[src/rtl/syn_cookie_halfsiphash_macros.svh]
// Assertion macros for the SYN cookie hash block.
`ifndef SYN_COOKIE_HALFSIPHASH_MACROS_SVH
`define SYN_COOKIE_HALFSIPHASH_MACROS_SVH
`ifndef SYNTHESIS
// a implies b in the same cycle
`define SCH_ASSERT_IMP(lbl, clk, rst_n, a, b) \
    lbl: assert property (@(posedge clk) disable iff (!(rst_n)) (a) |-> (b)) \
        else $error("sch assertion failed");
// a implies b in the next cycle
`define SCH_ASSERT_NEXT(lbl, clk, rst_n, a, b) \
    lbl: assert property (@(posedge clk) disable iff (!(rst_n)) (a) |=> (b)) \
        else $error("sch assertion failed");
// a implies b after the delay given by n
`define SCH_ASSERT_DELAY(lbl, clk, rst_n, a, n, b) \
    lbl: assert property (@(posedge clk) disable iff (!(rst_n)) (a) |-> ##n (b)) \
        else $error("sch assertion failed");
`else
`define SCH_ASSERT_IMP(lbl, clk, rst_n, a, b)
`define SCH_ASSERT_NEXT(lbl, clk, rst_n, a, b)
`define SCH_ASSERT_DELAY(lbl, clk, rst_n, a, n, b)
`endif
`endif

[src/rtl/sch_pkg.sv]
// Types, constants and the mixing round shared by the SYN cookie hash block.
`default_nettype none
package sch_pkg;

    localparam int WORD_W     = 32;
    localparam int CFG_IDX_W  = 4;
    localparam int N_MSG_WORDS = 4;
    localparam int N_CROUNDS  = 2;
    localparam int N_DROUNDS  = 4;
    localparam int N_CELLS    = N_MSG_WORDS * N_CROUNDS + N_DROUNDS;

    localparam logic [CFG_IDX_W-1:0] CFG_KEY_LOW  = 4'd0;
    localparam logic [CFG_IDX_W-1:0] CFG_KEY_HIGH = 4'd1;

    localparam logic [WORD_W-1:0] KEY_LOW_RESET  = 32'h3332_3130;
    localparam logic [WORD_W-1:0] KEY_HIGH_RESET = 32'h4241_3938;

    localparam logic [WORD_W-1:0] IV0 = 32'h7073_6575;
    localparam logic [WORD_W-1:0] IV1 = 32'h6e64_6f6d;
    localparam logic [WORD_W-1:0] IV2 = 32'h6e65_7261;
    localparam logic [WORD_W-1:0] IV3 = 32'h7974_6573;

    typedef logic [3:0][WORD_W-1:0] t_vec;

    typedef struct packed {
        logic [31:0] source_address;
        logic [31:0] dest_address;
        logic [15:0] source_port_num;
        logic [15:0] dest_port_num;
        logic [31:0] client_sequence;
        logic [63:0] time_now_ns;
    } t_item;

    typedef struct packed {
        logic [31:0] cookie_value;
        logic [31:0] epoch_value;
    } t_result;

    // Data handed from one cell to the next
    typedef struct packed {
        t_vec              v;
        t_vec              w;
        logic [WORD_W-1:0] epoch;
    } t_stage;

    function automatic logic [WORD_W-1:0] rol32(input logic [WORD_W-1:0] x, input int s);
        rol32 = (x << s) | (x >> (WORD_W - s));
    endfunction

    function automatic t_vec mix_round(input t_vec s_in);
        t_vec s;
        s = s_in;
        s[0] = s[0] + s[1];
        s[2] = s[2] + s[3];
        s[1] = rol32(s[1], 5);
        s[3] = rol32(s[3], 8);
        s[1] = s[1] ^ s[0];
        s[3] = s[3] ^ s[2];
        s[0] = rol32(s[0], 16);
        s[2] = s[2] + s[1];
        s[0] = s[0] + s[3];
        s[1] = rol32(s[1], 13);
        s[3] = rol32(s[3], 7);
        s[1] = s[1] ^ s[2];
        s[3] = s[3] ^ s[0];
        s[2] = rol32(s[2], 16);
        mix_round = s;
    endfunction

endpackage
`default_nettype wire

[src/rtl/sch_round_cell.sv]
// One HalfSipHash round cell with optional message-word injection.
`default_nettype none
module sch_round_cell #(
    parameter bit PRE_XOR  = 1'b0,
    parameter bit POST_XOR = 1'b0,
    parameter int WORD_IDX = 0
) (
    input  wire logic           i_clk,
    input  wire logic           i_rst_n,
    input  wire logic           i_valid,
    input  wire sch_pkg::t_stage i_stage,
    output logic                o_valid,
    output sch_pkg::t_stage     o_stage
);

    localparam logic [1:0] WSEL = 2'(WORD_IDX);

    logic            r_valid;
    sch_pkg::t_stage r_stage;
    sch_pkg::t_stage n_stage;
    sch_pkg::t_vec   w_pre;
    sch_pkg::t_vec   w_mix;

    always_comb begin
        w_pre = i_stage.v;
        if (PRE_XOR) begin
            w_pre[3] = w_pre[3] ^ i_stage.w[WSEL];
        end
        w_mix = sch_pkg::mix_round(w_pre);
        if (POST_XOR) begin
            w_mix[0] = w_mix[0] ^ i_stage.w[WSEL];
        end
        n_stage       = i_stage;
        n_stage.v     = w_mix;
    end

    always_ff @(posedge i_clk) begin
        if (!i_rst_n) begin
            r_valid <= 1'b0;
        end else begin
            r_valid <= i_valid;
        end
    end

    // payload advances every cycle; no reset needed
    always_ff @(posedge i_clk) begin
        r_stage <= n_stage;
    end

    assign o_valid = r_valid;
    assign o_stage = r_stage;

endmodule
`default_nettype wire

[config.mk]
export PLATFORM = sky130hd
export DESIGN_NAME = sch_round_cell
export DESIGN_NICKNAME = d
export VERILOG_FILES = /design/src/rtl/syn_cookie_halfsiphash_macros.svh /design/src/rtl/sch_pkg.sv /design/src/rtl/sch_round_cell.sv
export SDC_FILE = /design/constraint.sdc
export NUM_CORES = 1
export LEC_CHECK = 0
export BUFFER_PORTS_ARGS = -buffer_cell sky130_fd_sc_hd__buf_2
export CAP_MARGIN = 20
export CORE_AREA = 2 2 226 228
export DETAILED_ROUTE_END_ITERATION = 12
export DIE_AREA = 0 0 228 230
export GPL_TIMING_DRIVEN = 0
export PLACE_DENSITY = 0.59
export SYNTH_ARGS = -nofsm -noshare
export SYNTH_HDL_FRONTEND = slang
export SYNTH_SLANG_ARGS = --single-unit
[constraint.sdc]
create_clock -name i_clk -period 5.19 [get_ports i_clk]
set_clock_uncertainty 0.1 [all_clocks]
set_input_delay 1.038 -clock i_clk [delete_from_list [all_inputs] [get_ports i_clk]]
set_output_delay 1.038 -clock i_clk [all_outputs]
set_load 0.005 [all_outputs]
# Word level (Yosys, flattened, before mapping)
# Cells that the tools add are included.
dict set report word_totals {
  inputBits 291
  word_cells 24
  ff_bits 289
  out_inout_bits 289
}
dict set report op_classes {
  n_bitwise 10
  addsub 4
}
# cell count
set ops {}
lappend ops {{$add A32 B32 Y32} 4}
lappend ops {{$xor A32 B32 Y32} 4}
lappend ops {{$or A32 B16 Y32} 2}
lappend ops {{$or A32 B13 Y32} 1}
lappend ops {{$or A32 B5 Y32} 1}
lappend ops {{$or A32 B7 Y32} 1}
lappend ops {{$or A32 B8 Y32} 1}

# Longest topological paths before layout
# Gate-level depths: netlist of the first run.
dict set report depth {
  depth_word 4
  ltp_mapped 22
  mapped_depth_nobuf 22
}

# Worst setup path after synthesis of the first run
# Ideal clock, no wire load.
dict set report synth_path {
  path_type {input-to-reg}
  from {in i_stage[224] (netlist bit)}
  to {reg r_stage, in the netlist o_stage[286]}
  required_time_ps 4963
  setup_slack_ps -99
  cell_stages 20
  arrival_time_ps 5062
  setup_ps 127
  path_buffers 0
  cell_sequence {ha_1 fa_1 a211oi_1 o21bai_1 a31oi_1 a2bb2oi_2 o21ai_1 a311oi_1 xnor2_1 xor2_1 ha_1 o21a_1 o21ai_0 o21ai_0 a21oi_1 o31a_1 o21ai_0 a21o_1 a311oi_2 xnor2_1}
}
# item line
set synth_rtl {}
lappend synth_rtl {{start, declared} sch_round_cell.sv:11} ;# input wire sch_pkg::t_stage i_stage,
lappend synth_rtl {{end signal, assigned} sch_round_cell.sv:47} ;# r_stage <= n_stage;
lappend synth_rtl {{end, declared} sch_round_cell.sv:19} ;# sch_pkg::t_stage r_stage;

==> results of run 1 <==
[through the flow]
step | cells | total power [mW] | TNS, ns | cell area (sq um) | util
floorplan | 1335 | 5.80 | 0 | 13600 | -
global placement | 2586 | 7.84 | -69.13 | 17400 | 0.348
detailed placement | 2586 | 7.84 | -66.48 | 17400 | 0.348
CTS | 2670 | 10.6 | -0.00402 | 19300 | 0.386
global route | 2698 | 11.4 | -0.0456 | 20000 | 0.402
finish | 2700 | 10.9 | 0 | 20000 | 0.402
[state kept, by name (all words and copies together) (netlist names)]
register / flops
o_stage: 288
o_valid: 1
[power groups by stage]
stage | clock [mW] | sequential, mW | combinational, mW
after floorplan | 0 | 3.16 | 2.63
after global placement | 0 | 3.13 | 4.70
after detailed placement | 0 | 3.13 | 4.72
after CTS | 2.51 | 3.09 | 5.04
after global routing | 2.59 | 3.13 | 5.70
final | 2.44 | 3.09 | 5.33
[placed cells by master, fill, tap and decap left out, drive strengths merged, types with 4 or more instances in the layout]
cell,synthesis,routed
a21o,55,55
a311oi,4,4
o31ai,6,6
clkbuf,14,54
and3,15,15
nor3,12,12
o21ai,67,67
a31oi,12,12
clkinv,0,7
o21a,18,18
o211ai,11,11
nor2,48,48
nand4,18,18
nor4,6,6
or3,5,5
a221oi,5,5
nor2b,11,11
nand3,19,19
fa,4,4
nand2b,7,7
ha,124,124
a211o,4,4
xnor2,93,93
a21oi,135,135
xor2,147,147
a211oi,14,14
and2,8,8
o21bai,29,29
buf,6,642
nand2,65,65
inv,42,45
dfxtp,289,289
xnor3,5,5
[what timing repair did]
action / in CTS / in global routing
endpoints found under the setup margin: 63 / 53
pin swaps: 28 / 50
gates resized for setup: 90 / 113
setup buffers: 25 / 32
hold buffers: 0 / 0
[cells in the mapped netlist, types with 5 or more instances]
cell	instances	area, sq um
o211ai_1	10	75.1
ha_1	124	1550
o31ai_1	5	37.5
and3_1	15	93.8
nand3_1	19	95.1
nand2b_1	7	43.8
a21o_1	54	405
o21ai_1	7	35.0
nand2_1	64	240
nor2_1	48	180
xor2_1	145	1270
a31oi_1	11	68.8
and2_1	7	43.8
buf_2	5	25.0
a21oi_1	132	661
nor2b_1	11	68.8
xnor2_1	92	806
o21bai_1	29	218
o21a_1	18	135
clkbuf_1	13	48.8
nor4_1	6	37.5
xnor3_1	5	113
dfxtp_1	289	5790
a211oi_1	12	90.1
nand4_1	18	113
inv_1	42	158
o21ai_0	60	300
nor3_1	12	60.1
a221oi_1	5	43.8
[metal layers]
layer	track usage	up-vias	share of wire
met2	0.472	478	0.51
met4	0.105	8	0.046
met1	0.292	6272	0.39
met5	0	-	0.00055
met3	0.0565	125	0.055
li1	-	6055	-
[worst paths after layout]
check,startpoint,endpoint,slack [ns]
max,i_stage[192],o_stage[223],0.15
min,i_stage[88],o_stage[88],0.49
[kinds of logic after synthesis]
group / count (synthesis) / synth area share
adder cells (fa/ha/maj): 128 / 0.120
AND/OR/NAND/NOR: 223 / 0.0816
XOR/XNOR: 248 / 0.170
flip-flops: 289 / 0.425
buffers and inverters: 62 / 0.0185
AO/OA/AOI/OAI: 385 / 0.185
[critical path: cells and delay by family]
family	cells	cell delay [ns]
buf+inv	2	0.20
fa+ha+maj	3	0.75
xor+xnor	5	0.97
simple gates	2	0.32
compound gates	11	2.05
[layout make-up]
cell class	count	area share
antenna	2	0.000250
buffer	14	0.00356
clock buffer	46	0.0477
clock inverter	15	0.00924
inverter	42	0.00787
multi-input combinational	984	0.434
sequential	289	0.289
tap	672	0.0420
timing repair buffer	636	0.167
==> flow_summary.yaml, run 1 <==
synthesis:
  synthArstFlopShare: 0
  synth_ff_type: "dfxtp_1"
  yosys.cell_types.count: 75
  synth_nets: 1754
  ys_warn_count: 0
  synth.ff_latch_count: 289
  synth_edf_count: 0
  synth_area_sq_um: 13600
  ys_seq_area_frac: 0.425
  syn-instance-count: 1335
  synth_area_per_cell_sq_um: 10.2
power_and_ir_drop:
  p_sw_mw: 4.34
  p_leak_nw: 9.44
  p_int_mw: 6.52
  pwr-share-seq: 0.284
  p_per_area_nw_per_um2: 542
  clkPwrFrac: 0.225
  pwr-share-comb: 0.491
  switching_share: 0.399
  peakVddDrop_uv: 322
setup_path:
  setup.worst_path.start_class: "primary input"
  critPathKind: "primary input to register"
  crit_path_cell_trace: "buf_2 > ha_4 > inv_1 > fa_2 > nor2b_1 > o21a_1 > o21ai_4 > a21o_1 > a211o_2 > and2_1 > o21ai_2 > xnor2_4 > xor2_2 > ha_4 > a21oi_4 > o21bai_1 > a21o_1 > a211o_1 > a21oi_1 > o21ai_1 > xnor2_1 > xnor2_1 > xor2_1"
  critPathArrivalTime_ns: 5.35
  cp_slowest_stage_delay_ns: 0.37
  end_kind: "register"
  crit_slowest_cell: "a211o_2"
  required_ns: 5.50
  cp_max_fo: 5
clock_tree:
  cts_max_path_buffers: 3
  cts_tree: "done"
  clk_pin_slew_ns: 0.06
  htreeDepth: 2
  cts_made_buffers: 34
  cts_root_buffer: "clkbuf_16"
  cts.sinks: 289
sta:
  fin_ws_ns: 0.153
  report.final.hold_viol_count: 0
  post-route-period-util: 0.971
  finalSetupViolCount: 0
  fin_crit_ns: 5.04
  whs_ns: 0.494
  tightest_slew_ns: 0.676
  maxSlewHeadroom: 0.548
  slew_viol_final: 0
  fmax_mhz: 199
place:
  place.gp.congestion: 0.936
  dp_hpwl_um: 61300
  portBuffers: 579
  post-place-ws_ns: -1.65
hold_path:
  hp-class: "primary input to register"
  min_delay_path_depth: 1
cells_and_area:
  syn_to_final_growth_pct: 47.0
  drive_above_1_share: 0.439
  fillerInstances: 4968
  seqCellArea_sq_um: 5790
  multi_input_area_sq_um: 8690
  nets: 2420
route:
  via_per_inst: 4.79
  drtPass1Iterations: 5
  post_drt_wl_per_cell_um: 26.3
  routed_wl_um: 71000
  initialDrtViolationCount: 609
  vias: 12900
  drt_drc_violations_left: 0
  ant_nets: 0
grt:
  grt_pass1_vias: 12900
  track_usage: 0.259
  grt_pass1_wl_um: 95800
  antenna_found_initial: 10
  grt_max_degree: 14
  gr-total-overflow: 0
die:
  die-area_sq_um: 52400
  row_count: 82
  core_area_sq_um: 49900
  die_w_um: 228
  io_pins: 580
  initial_utilization: 0.273
  die_h_um: 230
status:
  status: "complete, no violations"
flow_run:
  cap_violations: 0
Note: power is estimated with default switching activity, not from simulation.
==> run 2, diff against run 1 <==
CAP_MARGIN = default   (was 20)
PLACE_DENSITY = 0.61   (was 0.59)
clock period = 4.36 ns   (was 5.19 ns; I/O delays follow)
==> flow_summary.yaml, run 2 (synthesis gave the netlist of run 1 again) <==
status:
  status: "finished, violations left"
  violations: "setup timing"
sta:
  fmax_mhz: 209
  fin_crit_ns: 4.78
  whs_ns: 0.329
  rsz0062_at_grt: "yes"
  tightest_slew_ns: 0.805
  fin_tns_setup_ns: -10.90
  finalSetupViolCount: 58
  report.final.hold_viol_count: 0
  slew_viol_final: 0
  post-route-period-util: 1.10
  fin_ws_ns: -0.424
  maxSlewHeadroom: 0.460
die:
  die_h_um: 230
  die-area_sq_um: 52400
  core_area_sq_um: 49900
  initial_utilization: 0.273
  row_count: 82
  io_pins: 580
  die_w_um: 228
power_and_ir_drop:
  p_leak_nw: 10.5
  p_per_area_nw_per_um2: 649
  peakVddDrop_uv: 408
grt:
  gr-total-overflow: 0
  grt_max_degree: 15
  track_usage: 0.274
  antenna_found_initial: 21
  grt_pass1_vias: 13900
  grt_pass1_wl_um: 101000
route:
  wl_met3_um: 4610
  drt-met1-wl_um: 28500
  drtPass1Iterations: 5
  drt_drc_violations_left: 0
  routed.top_layer: "met5"
  wl_met2_um: 39600
  routed_wl_um: 76400
  post_drt_wl_per_cell_um: 27.0
  vias: 13700
  ant_nets: 0
  via_per_inst: 4.87
  initialDrtViolationCount: 786
flow_run:
  cap_violations: 0
clock_tree:
  clk_pin_slew_ns: 0.06
  cts_made_buffers: 34
  cts_root_buffer: "clkbuf_16"
  cts_max_path_buffers: 3
  htreeDepth: 2
  cts.sinks: 289
  cts_tree: "done"
cells_and_area:
  largest_reg_flops: 288
  syn_to_final_growth_pct: 69.2
  nets: 2541
  fin_util: 0.462
  final_common_cell: "buf_2"
  drive_above_1_share: 0.554
  layout_common_cells: "buf_2 (574), dfxtp_1 (289), buf_4 (146)"
hold_path:
  min_delay_path_depth: 1
  hp-class: "primary input to register"
setup_path:
  critical_path_buf_inv_count: 1
  cp_slowest_stage_delay_ns: 0.39
  required_ns: 4.67
  end_kind: "register"
  crit_slowest_cell: "fa_2"
  critPathKind: "primary input to register"
  crit_path_cell_trace: "buf_12 > ha_4 > fa_2 > a211oi_2 > o21bai_2 > a31oi_4 > a2bb2oi_4 > o21ai_4 > a311oi_2 > xnor2_2 > xor2_2 > ha_4 > a21o_1 > a21oi_2 > o21ai_1 > a21oi_2 > o31a_1 > o21ai_4 > a21o_1 > a311oi_4 > xnor2_1"
  crit_family: "compound AO/OA/AOI/OAI gates"
  critPathArrivalTime_ns: 5.09
  setup.worst_path.start_class: "primary input"
  cp_max_fo: 5
  cp.depth: 21
place:
  portBuffers: 579
  place.gp.congestion: 0.936
  post-place-ws_ns: -1.66
  dp_hpwl_um: 63400
[run 2: power breakdown]
group	internal, mW	switching, mW
combinational	3.86	4.56
sequential	3.44	0.235
clock	1.70	1.17
total	9.00	5.97
[run 2: per-stage QoR]
step	instances	instance area, sq um	power [mW]
2_1_floorplan	1335	13900	7.07
3_5_place_dp	2586	17700	9.54
3_3_place_gp	2586	17700	9.52
5_1_grt	2820	23000	15.6
4_1_cts	2749	21300	13.8
6_report	2826	23100	15.0
[run 2: timing repair]
action / CTS / global route
pin swaps: 111 / 136
setup endpoints to repair: 83 / 84
gates resized for setup: 288 / 192
hold buffers: 0 / 0
buffers inserted: 107 / 80
[run 2: cell type report]
class / instances / area (sq um)
multi-input cells: 984 / 10600
flip-flops and latches: 289 / 5790
well taps: 672 / 841
repair buffers: 759 / 4470
clock buffers: 47 / 970
inverters: 42 / 165
fillers: 4686 / 26800
clock inverters: 15 / 169
diodes: 6 / 15.0
plain buffers: 12 / 80.1
[run 2: worst paths after layout]
check	startpoint	to	slack, ns
worst max-delay path	i_stage[256]	o_stage[190]	-0.42
worst min-delay path	i_stage[71]	o_stage[71]	0.33
[run 2: metal layers]
| metal | global-route usage | up-vias |
|---|---|---|
| met5 | 0 | - |
| met4 | 0.113 | 20 |
| met3 | 0.0569 | 167 |
| met2 | 0.507 | 622 |
| met1 | 0.304 | 6665 |
| li1 | - | 6275 |
